==> config.mk <==
export PLATFORM = sky130hd
export DESIGN_NAME = socks5_request_parser_unit_flat
export DESIGN_NICKNAME = d
export VERILOG_FILES = /design/src/rtl/s5rp_pkg.sv /design/src/rtl/s5rp_if.sv /design/src/rtl/socks5_request_parser_unit.sv /design/src/flat_wrapper.sv
export SDC_FILE = /design/constraint.sdc
export NUM_CORES = 1
export LEC_CHECK = 0
export CAP_MARGIN = 20
export CORE_UTILIZATION = 50
export DETAILED_ROUTE_END_ITERATION = 8
export DONT_BUFFER_PORTS = 1
export SYNTH_ARGS = -nofsm -noshare
export SYNTH_HDL_FRONTEND = slang
export SYNTH_SLANG_ARGS = --single-unit
==> constraint.sdc <==
create_clock -name clock -period 3.2 [get_ports clock]
set_input_delay 0.16 -clock clock [delete_from_list [all_inputs] [get_ports clock]]
set_output_delay 0.16 -clock clock [all_outputs]
set_load 0.01 [all_outputs]
==> src/rtl/s5rp_pkg.sv <==
// SOCKS5 request parser: shared widths, parse phase codes, protocol constants
// and result codes. No dependencies.

package s5rp_pkg;

   localparam int BYTE_W   = 8;
   localparam int PORT_W   = 16;
   localparam int STATUS_W = 2;
   localparam int KIND_W   = 3;
   localparam int REP_W    = 4;
   localparam int PHASE_W  = 4;

   // parse phases
   localparam logic [PHASE_W-1:0] PH_VERSION  = 4'd0;
   localparam logic [PHASE_W-1:0] PH_CMD      = 4'd1;
   localparam logic [PHASE_W-1:0] PH_RSV      = 4'd2;
   localparam logic [PHASE_W-1:0] PH_ATYP     = 4'd3;
   localparam logic [PHASE_W-1:0] PH_FQDN_LEN = 4'd4;
   localparam logic [PHASE_W-1:0] PH_ADDR     = 4'd5;
   localparam logic [PHASE_W-1:0] PH_PORT_HI  = 4'd6;
   localparam logic [PHASE_W-1:0] PH_PORT_LO  = 4'd7;
   localparam logic [PHASE_W-1:0] PH_DONE     = 4'd8;
   localparam logic [PHASE_W-1:0] PH_ERR_VER  = 4'd9;
   localparam logic [PHASE_W-1:0] PH_ERR_RSV  = 4'd10;
   localparam logic [PHASE_W-1:0] PH_ERR_CMD  = 4'd11;
   localparam logic [PHASE_W-1:0] PH_ERR_ADDR = 4'd12;

   // channel commands
   localparam logic CMD_FEED    = 1'b0;
   localparam logic CMD_RESTART = 1'b1;

   // protocol bytes
   localparam logic [BYTE_W-1:0] SOCKS_VERSION = 8'h05;
   localparam logic [BYTE_W-1:0] SOCKS_CONNECT = 8'h01;
   localparam logic [BYTE_W-1:0] SOCKS_RSV     = 8'h00;
   localparam logic [BYTE_W-1:0] ATYP_IPV4     = 8'h01;
   localparam logic [BYTE_W-1:0] ATYP_DOMAIN   = 8'h03;
   localparam logic [BYTE_W-1:0] ATYP_IPV6     = 8'h04;
   localparam logic [BYTE_W-1:0] IPV4_LEN      = 8'd4;
   localparam logic [BYTE_W-1:0] IPV6_LEN      = 8'd16;
   localparam logic [BYTE_W-1:0] DOMAIN_MIN    = 8'h21;
   localparam logic [BYTE_W-1:0] DOMAIN_DEL    = 8'h7F;

   // status codes
   localparam logic [STATUS_W-1:0] ST_PARSING  = 2'd0;
   localparam logic [STATUS_W-1:0] ST_COMPLETE = 2'd1;
   localparam logic [STATUS_W-1:0] ST_REJECTED = 2'd2;

   // error kinds
   localparam logic [KIND_W-1:0] ERR_NONE    = 3'd0;
   localparam logic [KIND_W-1:0] ERR_VERSION = 3'd1;
   localparam logic [KIND_W-1:0] ERR_RSV     = 3'd2;
   localparam logic [KIND_W-1:0] ERR_CMD     = 3'd3;
   localparam logic [KIND_W-1:0] ERR_ADDR    = 3'd4;

   // reply codes
   localparam logic [REP_W-1:0] REP_SUCCESS  = 4'd0;
   localparam logic [REP_W-1:0] REP_GENERAL  = 4'd1;
   localparam logic [REP_W-1:0] REP_CMD_NS   = 4'd7;
   localparam logic [REP_W-1:0] REP_ATYP_NS  = 4'd8;

   typedef struct packed {
      logic [STATUS_W-1:0] status;
      logic [KIND_W-1:0]   error_kind;
      logic [REP_W-1:0]    reply_code;
      logic [BYTE_W-1:0]   address_type;
      logic [BYTE_W-1:0]   address_length;
      logic                address_byte_valid;
      logic [BYTE_W-1:0]   address_byte;
      logic [BYTE_W-1:0]   address_index;
      logic [PORT_W-1:0]   dest_port;
   } rsp_payload_type;

endpackage

==> src/rtl/s5rp_if.sv <==
// Valid/ready channel interfaces for the SOCKS5 request parser.
// Depends on s5rp_pkg for field widths.

interface s5rp_req_if
   import s5rp_pkg::*;
   ();
   logic              valid;
   logic              ready;
   logic              cmd;
   logic [BYTE_W-1:0] in_byte;

   modport source (output valid, output cmd, output in_byte, input ready);
   modport sink   (input valid, input cmd, input in_byte, output ready);
endinterface

interface s5rp_rsp_if
   import s5rp_pkg::*;
   ();
   logic                valid;
   logic                ready;
   logic [STATUS_W-1:0] status;
   logic [KIND_W-1:0]   error_kind;
   logic [REP_W-1:0]    reply_code;
   logic [BYTE_W-1:0]   address_type;
   logic [BYTE_W-1:0]   address_length;
   logic                address_byte_valid;
   logic [BYTE_W-1:0]   address_byte;
   logic [BYTE_W-1:0]   address_index;
   logic [PORT_W-1:0]   dest_port;

   modport source (output valid, output status, output error_kind, output reply_code,
                   output address_type, output address_length,
                   output address_byte_valid, output address_byte,
                   output address_index, output dest_port, input ready);
   modport sink   (input valid, input status, input error_kind, input reply_code,
                   input address_type, input address_length,
                   input address_byte_valid, input address_byte,
                   input address_index, input dest_port, output ready);
endinterface

==> src/rtl/socks5_request_parser_unit.sv <==
// SOCKS5 request parser, one request byte per beat.
// Each accepted req beat's rsp beat is loaded into the output register on accept.
// Throughput: 1 beat per cycle unless rsp_ch stalls; the output register accepts a
// new beat in the same cycle its current one is taken.
// Reset (synchronous, active high) returns the parser to the version phase and
// empties the output register.

module socks5_request_parser_unit
   import s5rp_pkg::*;
(
   input  logic        clock,
   input  logic        reset,
   s5rp_req_if.sink    req_ch,
   s5rp_rsp_if.source  rsp_ch
);

   logic [PHASE_W-1:0] phase_ff, phase_in;
   logic [BYTE_W-1:0]  atyp_ff, atyp_in;
   logic [BYTE_W-1:0]  len_ff, len_in;
   logic [BYTE_W-1:0]  pos_ff, pos_in;
   logic [BYTE_W-1:0]  port_hi_ff, port_hi_in;
   logic [PORT_W-1:0]  port_ff, port_in;

   logic               rsp_valid_ff, rsp_valid_in;
   rsp_payload_type    rsp_ff, rsp_in;

   logic               accept;
   logic [BYTE_W-1:0]  c;
   logic [BYTE_W-1:0]  pos_inc;
   logic               char_ok;

   assign req_ch.ready = !rsp_valid_ff || rsp_ch.ready;
   assign accept       = req_ch.valid && req_ch.ready;
   assign c            = req_ch.in_byte;
   assign pos_inc      = pos_ff + 8'd1;
   assign char_ok      = (c >= DOMAIN_MIN) && (c != DOMAIN_DEL);

   always_comb begin
      phase_in   = phase_ff;
      atyp_in    = atyp_ff;
      len_in     = len_ff;
      pos_in     = pos_ff;
      port_hi_in = port_hi_ff;
      port_in    = port_ff;
      rsp_in     = '0;

      if (req_ch.cmd == CMD_RESTART) begin
         phase_in   = PH_VERSION;
         atyp_in    = '0;
         len_in     = '0;
         pos_in     = '0;
         port_hi_in = '0;
         port_in    = '0;
      end else begin
         unique case (phase_ff)
            PH_VERSION: phase_in = (c == SOCKS_VERSION) ? PH_CMD : PH_ERR_VER;
            PH_CMD:     phase_in = (c == SOCKS_CONNECT) ? PH_RSV : PH_ERR_CMD;
            PH_RSV:     phase_in = (c == SOCKS_RSV) ? PH_ATYP : PH_ERR_RSV;
            PH_ATYP: begin
               atyp_in = c;
               priority if (c == ATYP_IPV4) begin
                  pos_in   = '0;
                  len_in   = IPV4_LEN;
                  phase_in = PH_ADDR;
               end else if (c == ATYP_IPV6) begin
                  pos_in   = '0;
                  len_in   = IPV6_LEN;
                  phase_in = PH_ADDR;
               end else if (c == ATYP_DOMAIN) begin
                  phase_in = PH_FQDN_LEN;
               end else begin
                  phase_in = PH_ERR_ADDR;
               end
            end
            PH_FQDN_LEN: begin
               len_in   = c;
               pos_in   = '0;
               phase_in = (c == 8'd0) ? PH_ERR_ADDR : PH_ADDR;
            end
            PH_ADDR: begin
               // reject bad domain characters without delivering them
               if (atyp_ff == ATYP_DOMAIN && !char_ok) begin
                  phase_in = PH_ERR_ADDR;
               end else begin
                  rsp_in.address_byte_valid = 1'b1;
                  rsp_in.address_byte       = c;
                  rsp_in.address_index      = pos_ff;
                  pos_in                    = pos_inc;
                  if (pos_inc == len_ff) begin
                     phase_in = PH_PORT_HI;
                  end
               end
            end
            PH_PORT_HI: begin
               port_hi_in = c;
               phase_in   = PH_PORT_LO;
            end
            PH_PORT_LO: begin
               port_in  = {port_hi_ff, c};
               phase_in = PH_DONE;
            end
            // terminal phases: hold everything
            default: phase_in = phase_ff;
         endcase
      end

      unique case (phase_in)
         PH_DONE: begin
            rsp_in.status     = ST_COMPLETE;
            rsp_in.error_kind = ERR_NONE;
            rsp_in.reply_code = REP_SUCCESS;
         end
         PH_ERR_VER: begin
            rsp_in.status     = ST_REJECTED;
            rsp_in.error_kind = ERR_VERSION;
            rsp_in.reply_code = REP_GENERAL;
         end
         PH_ERR_RSV: begin
            rsp_in.status     = ST_REJECTED;
            rsp_in.error_kind = ERR_RSV;
            rsp_in.reply_code = REP_GENERAL;
         end
         PH_ERR_CMD: begin
            rsp_in.status     = ST_REJECTED;
            rsp_in.error_kind = ERR_CMD;
            rsp_in.reply_code = REP_CMD_NS;
         end
         PH_ERR_ADDR: begin
            rsp_in.status     = ST_REJECTED;
            rsp_in.error_kind = ERR_ADDR;
            rsp_in.reply_code = REP_ATYP_NS;
         end
         default: begin
            rsp_in.status     = ST_PARSING;
            rsp_in.error_kind = ERR_NONE;
            rsp_in.reply_code = REP_SUCCESS;
         end
      endcase

      rsp_in.address_type   = atyp_in;
      rsp_in.address_length = len_in;
      rsp_in.dest_port      = (phase_in == PH_DONE) ? port_in : '0;
   end

   always_comb begin
      rsp_valid_in = rsp_valid_ff;
      if (accept) begin
         rsp_valid_in = 1'b1;
      end else if (rsp_ch.ready) begin
         rsp_valid_in = 1'b0;
      end
   end

   always_ff @(posedge clock) begin
      if (reset) begin
         phase_ff     <= PH_VERSION;
         atyp_ff      <= '0;
         len_ff       <= '0;
         pos_ff       <= '0;
         port_hi_ff   <= '0;
         port_ff      <= '0;
         rsp_valid_ff <= 1'b0;
      end else begin
         rsp_valid_ff <= rsp_valid_in;
         if (accept) begin
            phase_ff   <= phase_in;
            atyp_ff    <= atyp_in;
            len_ff     <= len_in;
            pos_ff     <= pos_in;
            port_hi_ff <= port_hi_in;
            port_ff    <= port_in;
         end
      end
   end

   // payload register: load on accept, hold while stalled
   always_ff @(posedge clock) begin
      if (accept) begin
         rsp_ff <= rsp_in;
      end
   end

   assign rsp_ch.valid              = rsp_valid_ff;
   assign rsp_ch.status             = rsp_ff.status;
   assign rsp_ch.error_kind         = rsp_ff.error_kind;
   assign rsp_ch.reply_code         = rsp_ff.reply_code;
   assign rsp_ch.address_type       = rsp_ff.address_type;
   assign rsp_ch.address_length     = rsp_ff.address_length;
   assign rsp_ch.address_byte_valid = rsp_ff.address_byte_valid;
   assign rsp_ch.address_byte       = rsp_ff.address_byte;
   assign rsp_ch.address_index      = rsp_ff.address_index;
   assign rsp_ch.dest_port          = rsp_ff.dest_port;

endmodule

==> src/flat_wrapper.sv <==
// flat-port wrapper written by rule: the top's interface ports become plain ports
module socks5_request_parser_unit_flat import s5rp_pkg::*;
  (clock, reset, req_ch_valid, req_ch_cmd, req_ch_in_byte, req_ch_ready, rsp_ch_valid, rsp_ch_status, rsp_ch_error_kind, rsp_ch_reply_code, rsp_ch_address_type, rsp_ch_address_length, rsp_ch_address_byte_valid, rsp_ch_address_byte, rsp_ch_address_index, rsp_ch_dest_port, rsp_ch_ready);
  s5rp_req_if req_ch_i ();
  s5rp_rsp_if rsp_ch_i ();
  input  logic clock;
  input  logic reset;
  input wire logic [$bits(req_ch_i.valid)-1:0] req_ch_valid;
  input wire logic [$bits(req_ch_i.cmd)-1:0] req_ch_cmd;
  input wire logic [$bits(req_ch_i.in_byte)-1:0] req_ch_in_byte;
  output wire logic [$bits(req_ch_i.ready)-1:0] req_ch_ready;
  output wire logic [$bits(rsp_ch_i.valid)-1:0] rsp_ch_valid;
  output wire logic [$bits(rsp_ch_i.status)-1:0] rsp_ch_status;
  output wire logic [$bits(rsp_ch_i.error_kind)-1:0] rsp_ch_error_kind;
  output wire logic [$bits(rsp_ch_i.reply_code)-1:0] rsp_ch_reply_code;
  output wire logic [$bits(rsp_ch_i.address_type)-1:0] rsp_ch_address_type;
  output wire logic [$bits(rsp_ch_i.address_length)-1:0] rsp_ch_address_length;
  output wire logic [$bits(rsp_ch_i.address_byte_valid)-1:0] rsp_ch_address_byte_valid;
  output wire logic [$bits(rsp_ch_i.address_byte)-1:0] rsp_ch_address_byte;
  output wire logic [$bits(rsp_ch_i.address_index)-1:0] rsp_ch_address_index;
  output wire logic [$bits(rsp_ch_i.dest_port)-1:0] rsp_ch_dest_port;
  input wire logic [$bits(rsp_ch_i.ready)-1:0] rsp_ch_ready;
  assign req_ch_i.valid = req_ch_valid;
  assign req_ch_i.cmd = req_ch_cmd;
  assign req_ch_i.in_byte = req_ch_in_byte;
  assign req_ch_ready = req_ch_i.ready;
  assign rsp_ch_valid = rsp_ch_i.valid;
  assign rsp_ch_status = rsp_ch_i.status;
  assign rsp_ch_error_kind = rsp_ch_i.error_kind;
  assign rsp_ch_reply_code = rsp_ch_i.reply_code;
  assign rsp_ch_address_type = rsp_ch_i.address_type;
  assign rsp_ch_address_length = rsp_ch_i.address_length;
  assign rsp_ch_address_byte_valid = rsp_ch_i.address_byte_valid;
  assign rsp_ch_address_byte = rsp_ch_i.address_byte;
  assign rsp_ch_address_index = rsp_ch_i.address_index;
  assign rsp_ch_dest_port = rsp_ch_i.dest_port;
  assign rsp_ch_i.ready = rsp_ch_ready;
  socks5_request_parser_unit u_core (.clock(clock), .reset(reset), .req_ch(req_ch_i), .rsp_ch(rsp_ch_i));
endmodule
==> summary.md <==
| Metric | Value |
|---|---|
| Clock tree from TritonCTS | yes |
| Final setup fails | 0 |
| Vias per cell | between 5 and 6 |
| Clock sink count | between 100 and 150 |
| IO Port Bufs | 0 |
| Routed wire length | around 11 mm |
| Post-CTS setup buffer count | 0 |
| GRT Total Usage | approximately a quarter |
| Final Instance Count excl. Fillers | 645 |
| DIE WIDTH | about 100 µm |
| Syn Inst Count | 512 |
| Fin area | between 0.005 and 0.006 mm² |
| Worst Path Class, Setup | reg -> reg |
| Critical R2R Capture | u_core.rsp_ch.dest_port[2] |
| Layout area overhead | 7.65% |
| Hold Vio Cnt, Final | 0 |
| Arrival @ worst endpoint | approximately 3200 ps |
| CP required | ~3400 ps |
| Switching power | around 590 µW |
| Initial antenna violation count | 0 |
| Final ANT Viol Nets | 0 |
| Syn avg cell area | roughly 9.7 µm² |
| Yosys reg bits | roughly 110 |
| Crit path max fanout | 17 |
| Site Rows | 36 |
| Yosys top cell area share | 33.8% |
| Die footprint | ~0.010 mm² |
| First-pass GRT wire length | 18.4 mm |
| Worst Skew | roughly 12 ps |
| Cells after DPL | approximately 620 |
| Fraction of layout cells with a size suffix above 1 | 8.79% |
| P_leak | around 0.0018 µW |
| Max-cap viol count | 0 |
| IO Pins | 73 |
| Post-CTS Resized | 0 |
| Area occupied by multi-input gates | around 0.002 mm² |
| Vias post-DR | between 3,000 and 4,000 |
| Top-count cell post-synth | nand2_1 |
| Drt pass-1 iters | 5 |
| CP endpoint kind | flop |
| Clk Latency, worst-skew pair | about 380 ps |
| Fillers | 886 |
| Drt drc | 0 |
| Die height | a little over 100 µm |
| Crit path from | u_core.pos_ff[0] |
| Sequential area share after synthesis | between 50% and 60% |
| Fin crit period | approximately 3000 ps |
| R2R Setup Slk | between 200 and 250 ps |
| Setup TNS | 0 ps |
| Clock Power Share | 34.6% |
| Hold_buf cts | 5 |
| Core area | between 0.009 and 0.01 mm² |
| GPL Wtd Cong | roughly 0.88 |
| Distinct cells, synth | 54 |
| Sw Share | around 23% |
| Comb power frac | approximately 5.6% |
| Crit path launch type | flop |
| Worst hold path type | in -> reg |
| Clock buffer depth | 2 |
| Synth top cells by count | 86 x nand2_1, 56 x edfxtp_1, 54 x nor2_1, 53 x dfxtp_1, 40 x a21oi_1 |
| Ys Warns | 0 |
| Ys async rst share | 0% |
| Fmax | around 0.33 GHz |
| Max_slew headroom | about 34% |
| CTS clk-pin slew, worst paths | ~100 ps |
| Avg WL per Cell | between 15 and 20 µm |
| Nets | 521 |
| RSZ-0062 raised after global routing | false |
| Final slew viol count | 0 |
| Peak VDD IR | 0.000258 V |
| Register area | 0.00274 mm² |
| Total grt overflow | 0 |
| Net Count, Synth | ~530 |
| Most used DFF post-synth | edfxtp_1 |
| Slew at the pin closest to its max-slew limit | 980 ps |
| Number of synthesized flops with an enable pin | 56 |
| WHS | between 20 and 30 ps |
| Largest net degree at the start of global routing | 49 |
| Worst r2r src | u_core.pos_ff[0] |
| Outcome | finished clean |
| Root Driver | clkbuf_8 |
| Drt initial violations | 160 |
| CP endpoint | u_core.rsp_ch.dest_port[2] |
| Dominant cells by area after synthesis | edfxtp_1 34%, dfxtp_1 21%, nand2_1 6.5%, nor2_1 4.1%, a21oi_1 4.0% |
| Cell taking the most area after synthesis | edfxtp_1 |
| Pwr/cell area | about 480 mW/mm² |
| Vias in the first global route | 3,498 |
| Seq pwr share | between 50% and 60% |
| CTS Buf Count | 9 |
| Initial core utilization | approximately 50% |
| Cell Int Power | 2000 µW |
| Period Utilization, post-route | 93.3% |
| Detailed Place HPWL | around 7.3 mm |
| Final antenna diode count | 0 |
| Worst R2R Path Depth | 8 |
| DP Area | 0.00509 mm² |
| H-Tree Depth | 3 |
| Synthesized area | between 0.004 and 0.005 mm² |
==> metal layers <==
| layer | share of wire (%) | routed length, µm | track usage [%] | up-vias |
|---|---|---|---|---|
| li1 | - | - | - | 1801 |
| met1 | 45 | 5160 | 31.2 | 1769 |
| met2 | 49 | 5580 | 38.5 | 96 |
| met3 | 4.5 | 515 | 5.24 | 8 |
| met4 | 1.3 | 148 | 8.14 | 0 |
| met5 | 0 | 0 | 0 | - |
==> registers in the layout (all words and copies together) (netlist names) <==
name	flops
u_core.atyp_ff	8
u_core.len_ff	8
u_core.phase_ff	4
u_core.port_ff	16
u_core.port_hi_ff	8
u_core.pos_ff	8
u_core.rsp_ch.address_byte	8
u_core.rsp_ch.address_byte_valid	1
u_core.rsp_ch.address_index	8
u_core.rsp_ch.address_length	8
u_core.rsp_ch.address_type	8
u_core.rsp_ch.dest_port	16
u_core.rsp_ch.error_kind	2
u_core.rsp_ch.reply_code	3
u_core.rsp_ch.status	2
u_core.rsp_ch.valid	1
==> worst min path at each step <==
stage	startpoint	to	slack, ps	cells after the start
after floorplan	req_ch_valid	u_core.rsp_ch.valid	290	2
after CTS	reset	u_core.pos_ff[3]	10	2
after global placement	reset	u_core.rsp_ch.valid	230	1
after global routing	req_ch_in_byte[1]	u_core.rsp_ch.dest_port[1]	20	2
after detailed placement	reset	u_core.len_ff[4]	240	1
final	req_ch_in_byte[0]	u_core.rsp_ch.dest_port[0]	30	2
==> kinds of logic after synthesis <==
family	Yosys count	share of synthesized area, %
mux	9	1.81
compound gates	108	14.3
buf+inv	44	3.80
xor+xnor	13	2.29
simple gates	228	22.4
flops	109	55.1
fa+ha+maj	1	0.252
==> cells in the final DEF (no fill, tap or decap), types with 7 or more instances in the layout <==
cell,instances
nand2_1,86
edfxtp_1,56
nor2_1,54
dfxtp_1,53
a21oi_1,40
a22oi_1,23
buf_4,13
nand2b_1,11
nor2b_1,9
inv_1,9
xnor2_1,9
o21ai_0,9
mux2i_1,9
a21oi_2,9
clkbuf_8,9
nor3_1,8
nor3b_1,8
and2_1,8
nor4_1,7
or3_1,7
==> worst max-delay path, cell delays in order, from the launching register on <==
cell	delay, ps
dfxtp_1	440
ha_1	350
and3b_1	200
or3_1	100
a31oi_1	90
nor4_1	710
o221a_4	360
nand4_4	330
a21oi_1	250
==> through the flow <==
step                utilization [%]  worst slack [ps]  total power, µW
finish                         55.3               215             2590
CTS                            55.3               221             2600
detailed placement             52.5               242             1700
global placement               52.5               487             1700
global route                   55.3              2.18             2670
floorplan                         -               315             1690
==> power groups by stage <==
stage	Sequential [µW]	Combinational [µW]	Clock (µW)
2_1_floorplan	1570	118	0
3_3_place_gp	1580	123	0
5_1_grt	1550	161	959
3_5_place_dp	1580	125	0
6_report	1540	145	895
4_1_cts	1550	147	911
==> cell type report <==
| type | instances | area share, % |
|---|---|---|
| inverters | 10 | 0.701 |
| well taps | 133 | 3.11 |
| clock buffers | 12 | 2.52 |
| multi-input cells | 359 | 38.1 |
| flip-flops and latches | 109 | 51.2 |
| clock inverters | 4 | 1.36 |
| repair buffers | 18 | 2.94 |
(Power assumes the default switching activity.)
